<file path="src/rtl/core/fbfgs_pkg.sv">
package fbfgs_pkg;

	// frame store geometry
	localparam int MAX_FRAME_BYTES = 64;
	localparam int ADDR_W = $clog2(MAX_FRAME_BYTES);

	// field widths
	localparam int LEN_W = 7;
	localparam int OFS_W = 9;
	localparam int BLEN_W = 6;
	localparam int FIELD_W = 32;
	localparam int FIRST_W = OFS_W - 3;

	// byte window: up to five consecutive frame bytes
	localparam int LANES = 5;
	localparam int LANE_W = 3;
	localparam int WIN_W = 8 * LANES;

	// wide enough for frame positions and the effective length
	localparam int POS_W = ((LEN_W > ADDR_W) ? LEN_W : ADDR_W) + 2;

	localparam logic [LEN_W-1:0] FRAME_LEN_RESET = 7'd8;

	// access kinds
	localparam logic KIND_READ = 1'b0;
	localparam logic KIND_WRITE = 1'b1;

	// sequencer states
	typedef enum logic [2:0] {
		ST_IDLE = 3'b001,
		ST_RUN = 3'b010,
		ST_DONE = 3'b100
	} state_t;

	// field mask: empty for zero length, full for 32 and above
	function automatic logic [FIELD_W-1:0] field_mask(input logic [BLEN_W-1:0] len);
		if (len == '0) begin
			return '0;
		end
		if (len >= BLEN_W'(FIELD_W)) begin
			return '1;
		end
		return (FIELD_W'(1) << len[4:0]) - FIELD_W'(1);
	endfunction

endpackage

</file>
<file path="src/rtl/core/fbfgs_ram.sv">
module fbfgs_ram #(
	parameter int WIDTH = 8,
	parameter int DEPTH = 64
) (
	input logic clk,
	input logic we,
	input logic [$clog2(DEPTH)-1:0] waddr,
	input logic [WIDTH-1:0] wdata,
	input logic re,
	input logic [$clog2(DEPTH)-1:0] raddr,
	output logic [WIDTH-1:0] rdata
);

	logic [WIDTH-1:0] mem [DEPTH];

	// one write port, one registered read port
	always_ff @(posedge clk) begin
		if (we) begin
			mem[waddr] <= wdata;
		end
		if (re) begin
			rdata <= mem[raddr];
		end
	end

endmodule

</file>
<file path="src/rtl/core/frame_bit_field_get_set.sv">
// Items are taken one at a time: a new item is accepted only in the idle state. The
// single read port of the frame store walks the five window bytes one per cycle,
// with the write-back of each byte trailing in the cycle after its read.
// A finished result waits in an output register while a new item starts.
// Reset: frame_len returns to 8 and every store byte reads as zero through
// per-byte valid flags; there is no clearing pass.
module frame_bit_field_get_set (
	input logic clk,
	input logic arst_n,
	// frame_len register write
	input logic cfg_valid,
	output logic cfg_ready,
	input logic [fbfgs_pkg::LEN_W-1:0] cfg_data,
	// input items
	input logic s_tvalid,
	output logic s_tready,
	input logic [47:0] s_tdata, // bit_offset[8:0], bit_length[14:9], write_value[46:15], zero
	input logic [1:0] s_tuser, // kind[0], byte_order[1]
	// result items
	output logic m_tvalid,
	input logic m_tready,
	output logic [31:0] m_tdata // read_value[31:0]
);

	localparam int AW = fbfgs_pkg::ADDR_W;
	localparam int PW = fbfgs_pkg::POS_W;
	localparam int WW = fbfgs_pkg::WIN_W;
	localparam int FW = fbfgs_pkg::FIELD_W;

	fbfgs_pkg::state_t state_q;
	logic [fbfgs_pkg::LANE_W-1:0] step_q;
	logic kind_q;
	logic rev_q;
	logic [fbfgs_pkg::FIRST_W-1:0] first_q;
	logic [2:0] rem_q;
	logic [FW-1:0] mask_q;
	logic [WW-1:0] m40_q;
	logic [WW-1:0] v40_q;
	logic [WW-1:0] window_q;
	logic [fbfgs_pkg::LEN_W-1:0] frame_len_q;
	logic [fbfgs_pkg::MAX_FRAME_BYTES-1:0] vld_q;
	logic out_vld_q;
	logic [FW-1:0] out_data_q;

	logic p_s1;
	logic [fbfgs_pkg::LANE_W-1:0] lane_s1;
	logic [AW-1:0] addr_s1;
	logic vld_s1;
	logic [7:0] bm_s1;
	logic [7:0] bv_s1;

	logic accept;
	logic [8:0] in_offset;
	logic [5:0] in_blen;
	logic [FW-1:0] in_wval;
	logic [FW-1:0] in_mask;
	logic [PW-1:0] eff_len;
	logic [PW-1:0] pos;
	logic [PW-1:0] rev_idx;
	logic [5:0] lane_bit;
	logic [5:0] lane_bit_s1;
	logic [7:0] lane_bm;
	logic [7:0] lane_bv;
	logic issue;
	logic lane_act;
	logic [AW-1:0] rd_addr;
	logic [7:0] ram_rdata;
	logic [7:0] rd_byte;
	logic wr_en;
	logic [7:0] wr_byte;
	logic [WW-1:0] win_sh;
	logic [FW-1:0] result;
	logic out_free;

	// input unpacking
	assign in_offset = s_tdata[8:0];
	assign in_blen = s_tdata[14:9];
	assign in_wval = s_tdata[46:15];
	assign in_mask = fbfgs_pkg::field_mask(in_blen);

	assign s_tready = (state_q == fbfgs_pkg::ST_IDLE);
	assign accept = s_tvalid && s_tready;
	assign cfg_ready = 1'b1;

	// effective frame length, saturated to the store size
	assign eff_len = (PW'(frame_len_q) > PW'(fbfgs_pkg::MAX_FRAME_BYTES)) ?
		PW'(fbfgs_pkg::MAX_FRAME_BYTES) : PW'(frame_len_q);

	// address of the current window byte
	assign pos = PW'(first_q) + PW'(step_q);
	assign rev_idx = eff_len - PW'(1) - pos;
	assign rd_addr = rev_q ? rev_idx[AW-1:0] : pos[AW-1:0];
	assign lane_bit = {step_q, 3'b000};
	assign lane_bm = m40_q[lane_bit +: 8];
	assign lane_bv = v40_q[lane_bit +: 8];

	// byte takes part if inside the frame, and on a write only if touched
	assign issue = (state_q == fbfgs_pkg::ST_RUN) &&
		(step_q < fbfgs_pkg::LANE_W'(fbfgs_pkg::LANES));
	assign lane_act = issue && (pos < eff_len) &&
		((kind_q == fbfgs_pkg::KIND_READ) || (lane_bm != 8'h00));

	// read data returns in the next cycle; modify and write back
	assign rd_byte = vld_s1 ? ram_rdata : 8'h00;
	assign wr_en = p_s1 && (kind_q == fbfgs_pkg::KIND_WRITE);
	assign wr_byte = (rd_byte & ~bm_s1) | bv_s1;
	assign lane_bit_s1 = {lane_s1, 3'b000};

	fbfgs_ram #(
		.WIDTH(8),
		.DEPTH(fbfgs_pkg::MAX_FRAME_BYTES)
	) u_store (
		.clk(clk),
		.we(wr_en),
		.waddr(addr_s1),
		.wdata(wr_byte),
		.re(lane_act),
		.raddr(rd_addr),
		.rdata(ram_rdata)
	);

	// result formation
	assign win_sh = window_q >> rem_q;
	assign result = (kind_q == fbfgs_pkg::KIND_WRITE) ? '0 : (win_sh[FW-1:0] & mask_q);
	assign out_free = !out_vld_q || m_tready;

	// sequencer
	always_ff @(posedge clk or negedge arst_n) begin
		if (!arst_n) begin
			state_q <= fbfgs_pkg::ST_IDLE;
			step_q <= '0;
			p_s1 <= 1'b0;
		end else begin
			p_s1 <= lane_act;
			case (state_q)
				fbfgs_pkg::ST_IDLE: begin
					if (accept) begin
						state_q <= fbfgs_pkg::ST_RUN;
						step_q <= '0;
					end
				end
				fbfgs_pkg::ST_RUN: begin
					step_q <= step_q + fbfgs_pkg::LANE_W'(1);
					if (step_q == fbfgs_pkg::LANE_W'(fbfgs_pkg::LANES)) begin
						state_q <= fbfgs_pkg::ST_DONE;
					end
				end
				fbfgs_pkg::ST_DONE: begin
					if (out_free) begin
						state_q <= fbfgs_pkg::ST_IDLE;
					end
				end
				default: begin
					state_q <= fbfgs_pkg::ST_IDLE;
				end
			endcase
		end
	end

	// item payload captured at accept
	always_ff @(posedge clk) begin
		if (accept) begin
			kind_q <= s_tuser[0];
			rev_q <= s_tuser[1];
			first_q <= in_offset[8:3];
			rem_q <= in_offset[2:0];
			mask_q <= in_mask;
			m40_q <= WW'(in_mask) << in_offset[2:0];
			v40_q <= WW'(in_wval & in_mask) << in_offset[2:0];
		end
	end

	// read pipeline stage
	always_ff @(posedge clk) begin
		lane_s1 <= step_q;
		addr_s1 <= rd_addr;
		vld_s1 <= vld_q[rd_addr];
		bm_s1 <= lane_bm;
		bv_s1 <= lane_bv;
	end

	// gathered window
	always_ff @(posedge clk) begin
		if (accept) begin
			window_q <= '0;
		end else if (p_s1 && (kind_q == fbfgs_pkg::KIND_READ)) begin
			window_q[lane_bit_s1 +: 8] <= rd_byte;
		end
	end

	// per-byte written flags, unwritten bytes read as zero
	always_ff @(posedge clk or negedge arst_n) begin
		if (!arst_n) begin
			vld_q <= '0;
		end else if (wr_en) begin
			vld_q[addr_s1] <= 1'b1;
		end
	end

	// frame length register
	always_ff @(posedge clk or negedge arst_n) begin
		if (!arst_n) begin
			frame_len_q <= fbfgs_pkg::FRAME_LEN_RESET;
		end else if (cfg_valid && cfg_ready) begin
			frame_len_q <= cfg_data;
		end
	end

	// output register
	always_ff @(posedge clk or negedge arst_n) begin
		if (!arst_n) begin
			out_vld_q <= 1'b0;
		end else if ((state_q == fbfgs_pkg::ST_DONE) && out_free) begin
			out_vld_q <= 1'b1;
		end else if (m_tready) begin
			out_vld_q <= 1'b0;
		end
	end

	always_ff @(posedge clk) begin
		if ((state_q == fbfgs_pkg::ST_DONE) && out_free) begin
			out_data_q <= result;
		end
	end

	assign m_tvalid = out_vld_q;
	assign m_tdata = out_data_q;

endmodule
</file>
<file path="config.mk">
export PLATFORM = sky130hd
export DESIGN_NAME = frame_bit_field_get_set
export DESIGN_NICKNAME = d
export VERILOG_FILES = /design/src/rtl/core/fbfgs_pkg.sv /design/src/rtl/core/fbfgs_ram.sv /design/src/rtl/core/frame_bit_field_get_set.sv
export SDC_FILE = /design/constraint.sdc
export NUM_CORES = 1
export LEC_CHECK = 0
export ABC_AREA = 1
export ABC_CLOCK_PERIOD_IN_PS = 8600
export BUFFER_PORTS_ARGS = -buffer_cell sky130_fd_sc_hd__clkbuf_2
export CAP_MARGIN = 0
export CORE_MARGIN = 5
export CORE_UTILIZATION = 38
export CTS_CLUSTER_SIZE = 10
export DETAILED_ROUTE_END_ITERATION = 16
export PLACE_DENSITY = 0.54
export SLEW_MARGIN = 25
export SYNTH_ARGS = -nofsm -noshare
export SYNTH_HDL_FRONTEND = slang
export SYNTH_SLANG_ARGS = --single-unit
</file>
<file path="constraint.sdc">
create_clock -name clk -period 8.6 [get_ports clk]
set_clock_uncertainty 0.2 [all_clocks]
set_input_delay 1.29 -clock clk [delete_from_list [all_inputs] [get_ports clk]]
set_output_delay 1.29 -clock clk [all_outputs]
set_load 0.1 [all_outputs]
</file>
==> results.txt <==
status: finished clean
total grt overflow: 0
wire per inst: 21.2 um
Setup WS post-layout: 3.10 ns
Top Family by Delay on Critical Path: buffers and inverters
layout cells sized above 1: 10.9%
Worst setup SP type: register
ANT cells: 0
# rows: 114
post-synth top area share: 54.5%
Setup Crit Path Kind: register to register
f_max: 182 MHz
Final TNS setup: 0 ns
cts hold-fix bufs: 0
# IOs: 97
Unique masters post-synth: 71
DR pass1 iterations: 6
Post-CTS Setup Repair Bufs: 0
Initial Util: 38.3%
vias in the first global route: 25469
Synth Warn #: 0
critical path's slowest cell: o21a_4
M1 wire length: 47500 um
Crit Path Max Fanout: 89
crit path capture type: register
Post-DRT Antenna Nets: 0
placeable core region: 96900 um2
synth top area cells: edfxtp_1 (54%), o21ai_0 (5.8%), nand2_1 (5.3%)
maximum VDD drop: 0.251 mV
main flop type after synthesis: edfxtp_1
worst min-delay path category: register to register
Synth Area per Inst: 10.4 um2
DR iter-0 viols: 2676
top sig layer: met4
CP Data Required Time: 8.80 ns
slowest stage delay, CP: 0.64 ns
metal3 WL: 5440 um
post-layout net count: 3653
clock latency on the worst-skew pair: 0.66 ns
fin crit period: 5.50 ns
pins over their slew limit: 0
Post-CTS Resized: 0
Synth area leader: edfxtp_1
Area growth syn-to-layout: 11.7%
H-tree depth: 3
clock buffer count from CTS: 94
Pwr Total: 14.3 mW
# DRC: 0
worst slew pin tran: 1.07 ns
ys async rst share: 9.67%
pre-CTS setup slack: 3.14 ns
first-pass GRT wire length: 159000 um
IO Port Bufs: 94
EDFF count, synth: 673
CTS tree: built
GRT Total Usage: 19.7%
Detail Placement HPWL: 63800 um
utilization after layout: 42.8%
most frequent CP cell: nand2_1
Avg Vias per Cell: 5.43
CTS Root Cell: clkbuf_16
leakage: 15.3 nW
CP bufs+invs: 4
Die W: 323 um
initial antenna violation count: 0
clock buffer depth: 3
sequential area share after synthesis: 63.3%
Relative slew margins: 28.4%
Power Dens Cells: 346 nW/um2
CP arrival: 5.71 ns
total number of vias: 26719
Synth Instances: 3580
Die ar.: 104000 um2
Synth Cell Area: 37100 um2
final worst path period share: 64.0%
RSZ-0062 raised after global routing: no
# clock sinks: 817
setup violators final: 0
met2 routed WL: 48700 um
Filler cells: 9179
largest net degree at the start of global routing: 231
worst-path cell chain: buf_4 > ha_1 > fa_1 > inv_1 > fa_1 > nand2_1 > o21a_4 > inv_4 > buf_12 > o21ai_0 > o22ai_1 > nand2_1 > nand3_1 > nand3_1 > o21ai_1 > nand2_1 > nand2_1
WL final: 104000 um
Die Y: 323 um
Seq cells post-synth: 817
max_cap viols: 0
Clock transition at path regs: 0.06 ns
routability cong.: 0.853
Final Hold Vio Count: 0
syn_nets: 3663
[cells in the final DEF (no fill, tap or decap), types with 6 or more instances in the layout]
master and count:
o22ai_1 102, a32o_1 12, nand2_2 11, edfxtp_1 673, clkbuf_1 63, nor2_1 447
dfxtp_1 65, clkbuf_2 93, dfrtp_1 77, inv_2 15, nand4_1 28, buf_4 36
inv_1 142, o21ai_1 52, nand4_2 8, clkbuf_16 96, o211ai_1 44, nor2_2 10
nor3_1 6, o21ai_0 429, inv_4 7, or2_2 41, nand3_1 358, o221ai_1 34
ha_1 19, nand2_1 523, o21bai_4 8, a21oi_1 115, nand3_2 17, nor2_4 7
[where the power goes]
part / internal (mW) / switching [mW]
sequential: 5.14 / 0.137
combinational: 1.35 / 3.96
clock: 2.15 / 1.59
[per-layer routing]
metal	up-vias	GRT usage (%)
met5	-	0
met4	0	5.18
met3	156	2.69
met2	784	31.6
met1	13029	28.5
li1	12750	-
[through the flow]
| step | cells | hold WS (ns) | instance area [um2] |
|---|---|---|---|
| floorplan | 3580 | 0.221 | 37100 |
| global placement | 4750 | 0.153 | 38600 |
| detailed placement | 4750 | 0.159 | 38600 |
| CTS | 4922 | 0.167 | 41400 |
| global route | 4922 | 0.183 | 41400 |
| finish | 4922 | 0.175 | 41400 |
[cells by family (layout without fill, tap and decap cells)]
kind of cell / count (synthesis) / in the layout / synth area share (%)
AO/OA/AOI/OAI: 836 / 836 / 12.8
other: 1 / 1 / 0.0101
XOR/XNOR: 8 / 8 / 0.209
buffers and inverters: 409 / 475 / 4.70
AND/OR/NAND/NOR: 1482 / 1482 / 18.0
adder cells (fa/ha/maj): 21 / 21 / 0.749
flip-flops: 817 / 817 / 63.3
multiplexers: 6 / 6 / 0.169
[worst register-to-register path, stage by stage (launching register included)]
cell	delay, ns
dfrtp_1	0.34
buf_4	0.43
ha_1	0.32
fa_1	0.46
inv_1	0.14
fa_1	0.42
nand2_1	0.08
o21a_4	0.64
inv_4	0.58
buf_12	0.47
o21ai_0	0.20
o22ai_1	0.09
nand2_1	0.10
nand3_1	0.16
nand3_1	0.29
o21ai_1	0.17
nand2_1	0.11
nand2_1	0.06
[flip-flops by register name (all words and copies together) (netlist names), 3 cells and up]
register,flops
u_store.mem,512
step_q,3
m40_q,39
bv_s1,8
v40_q,39
addr_s1,6
mask_q,32
frame_len_q,7
vld_q,64
u_store.rdata,8
bm_s1,8
first_q,6
m_tdata,32
lane_s1,3
state_q,3
window_q,39
rem_q,3
[cell usage after synthesis (4+ instances only)]
cell / n
nand4_2: 8
nand2_2: 11
nor4_1: 4
inv_1: 146
a31oi_1: 5
nand4_1: 28
xor2_1: 4
o22ai_1: 102
dfrtp_1: 77
nand3_1: 358
o21bai_1: 12
inv_4: 5
nand3_2: 17
buf_2: 61
o21ai_0: 429
o211ai_1: 44
nand2_1: 523
buf_1: 22
nor2_4: 7
mux2i_1: 4
clkbuf_1: 137
buf_4: 5
o31ai_1: 4
nor3_1: 6
or2_2: 41
buf_6: 11
nand2_4: 6
dfxtp_1: 65
nor2_2: 8
o21ai_1: 54
a211oi_1: 5
nor2_1: 449
edfxtp_1: 673
o221ai_1: 34
inv_2: 17
ha_1: 19
a21oi_1: 115
nor2_8: 5
a32o_1: 12
[final timing paths]
kind | from | to | slack [ns] | depth (start not counted)
min | step_q[0] | lane_s1[0] | 0.17 | 0
min reg2reg | step_q[0] | lane_s1[0] | 0.17 | 0
max | step_q[0] | u_store.rdata[6] | 3.10 | 17
min in group asynchronous | arst_n | vld_q[15] | 0.40 | 1
max in group asynchronous | arst_n | m_tvalid | 6.66 | 2
max reg2reg | step_q[0] | u_store.rdata[6] | 3.10 | 17
[area by class of cell]
type	instances	area, um2	area share (%)
multi-input cells	2354	12000	29.0
flip-flops and latches	817	23500	56.7
inverters	171	673	1.62
well taps	1276	1600	3.85
clock inverters	10	186	0.450
clock buffers	162	2680	6.47
repair buffers	132	796	1.92
No activity file was read; power rests on OpenSTA's default activity.
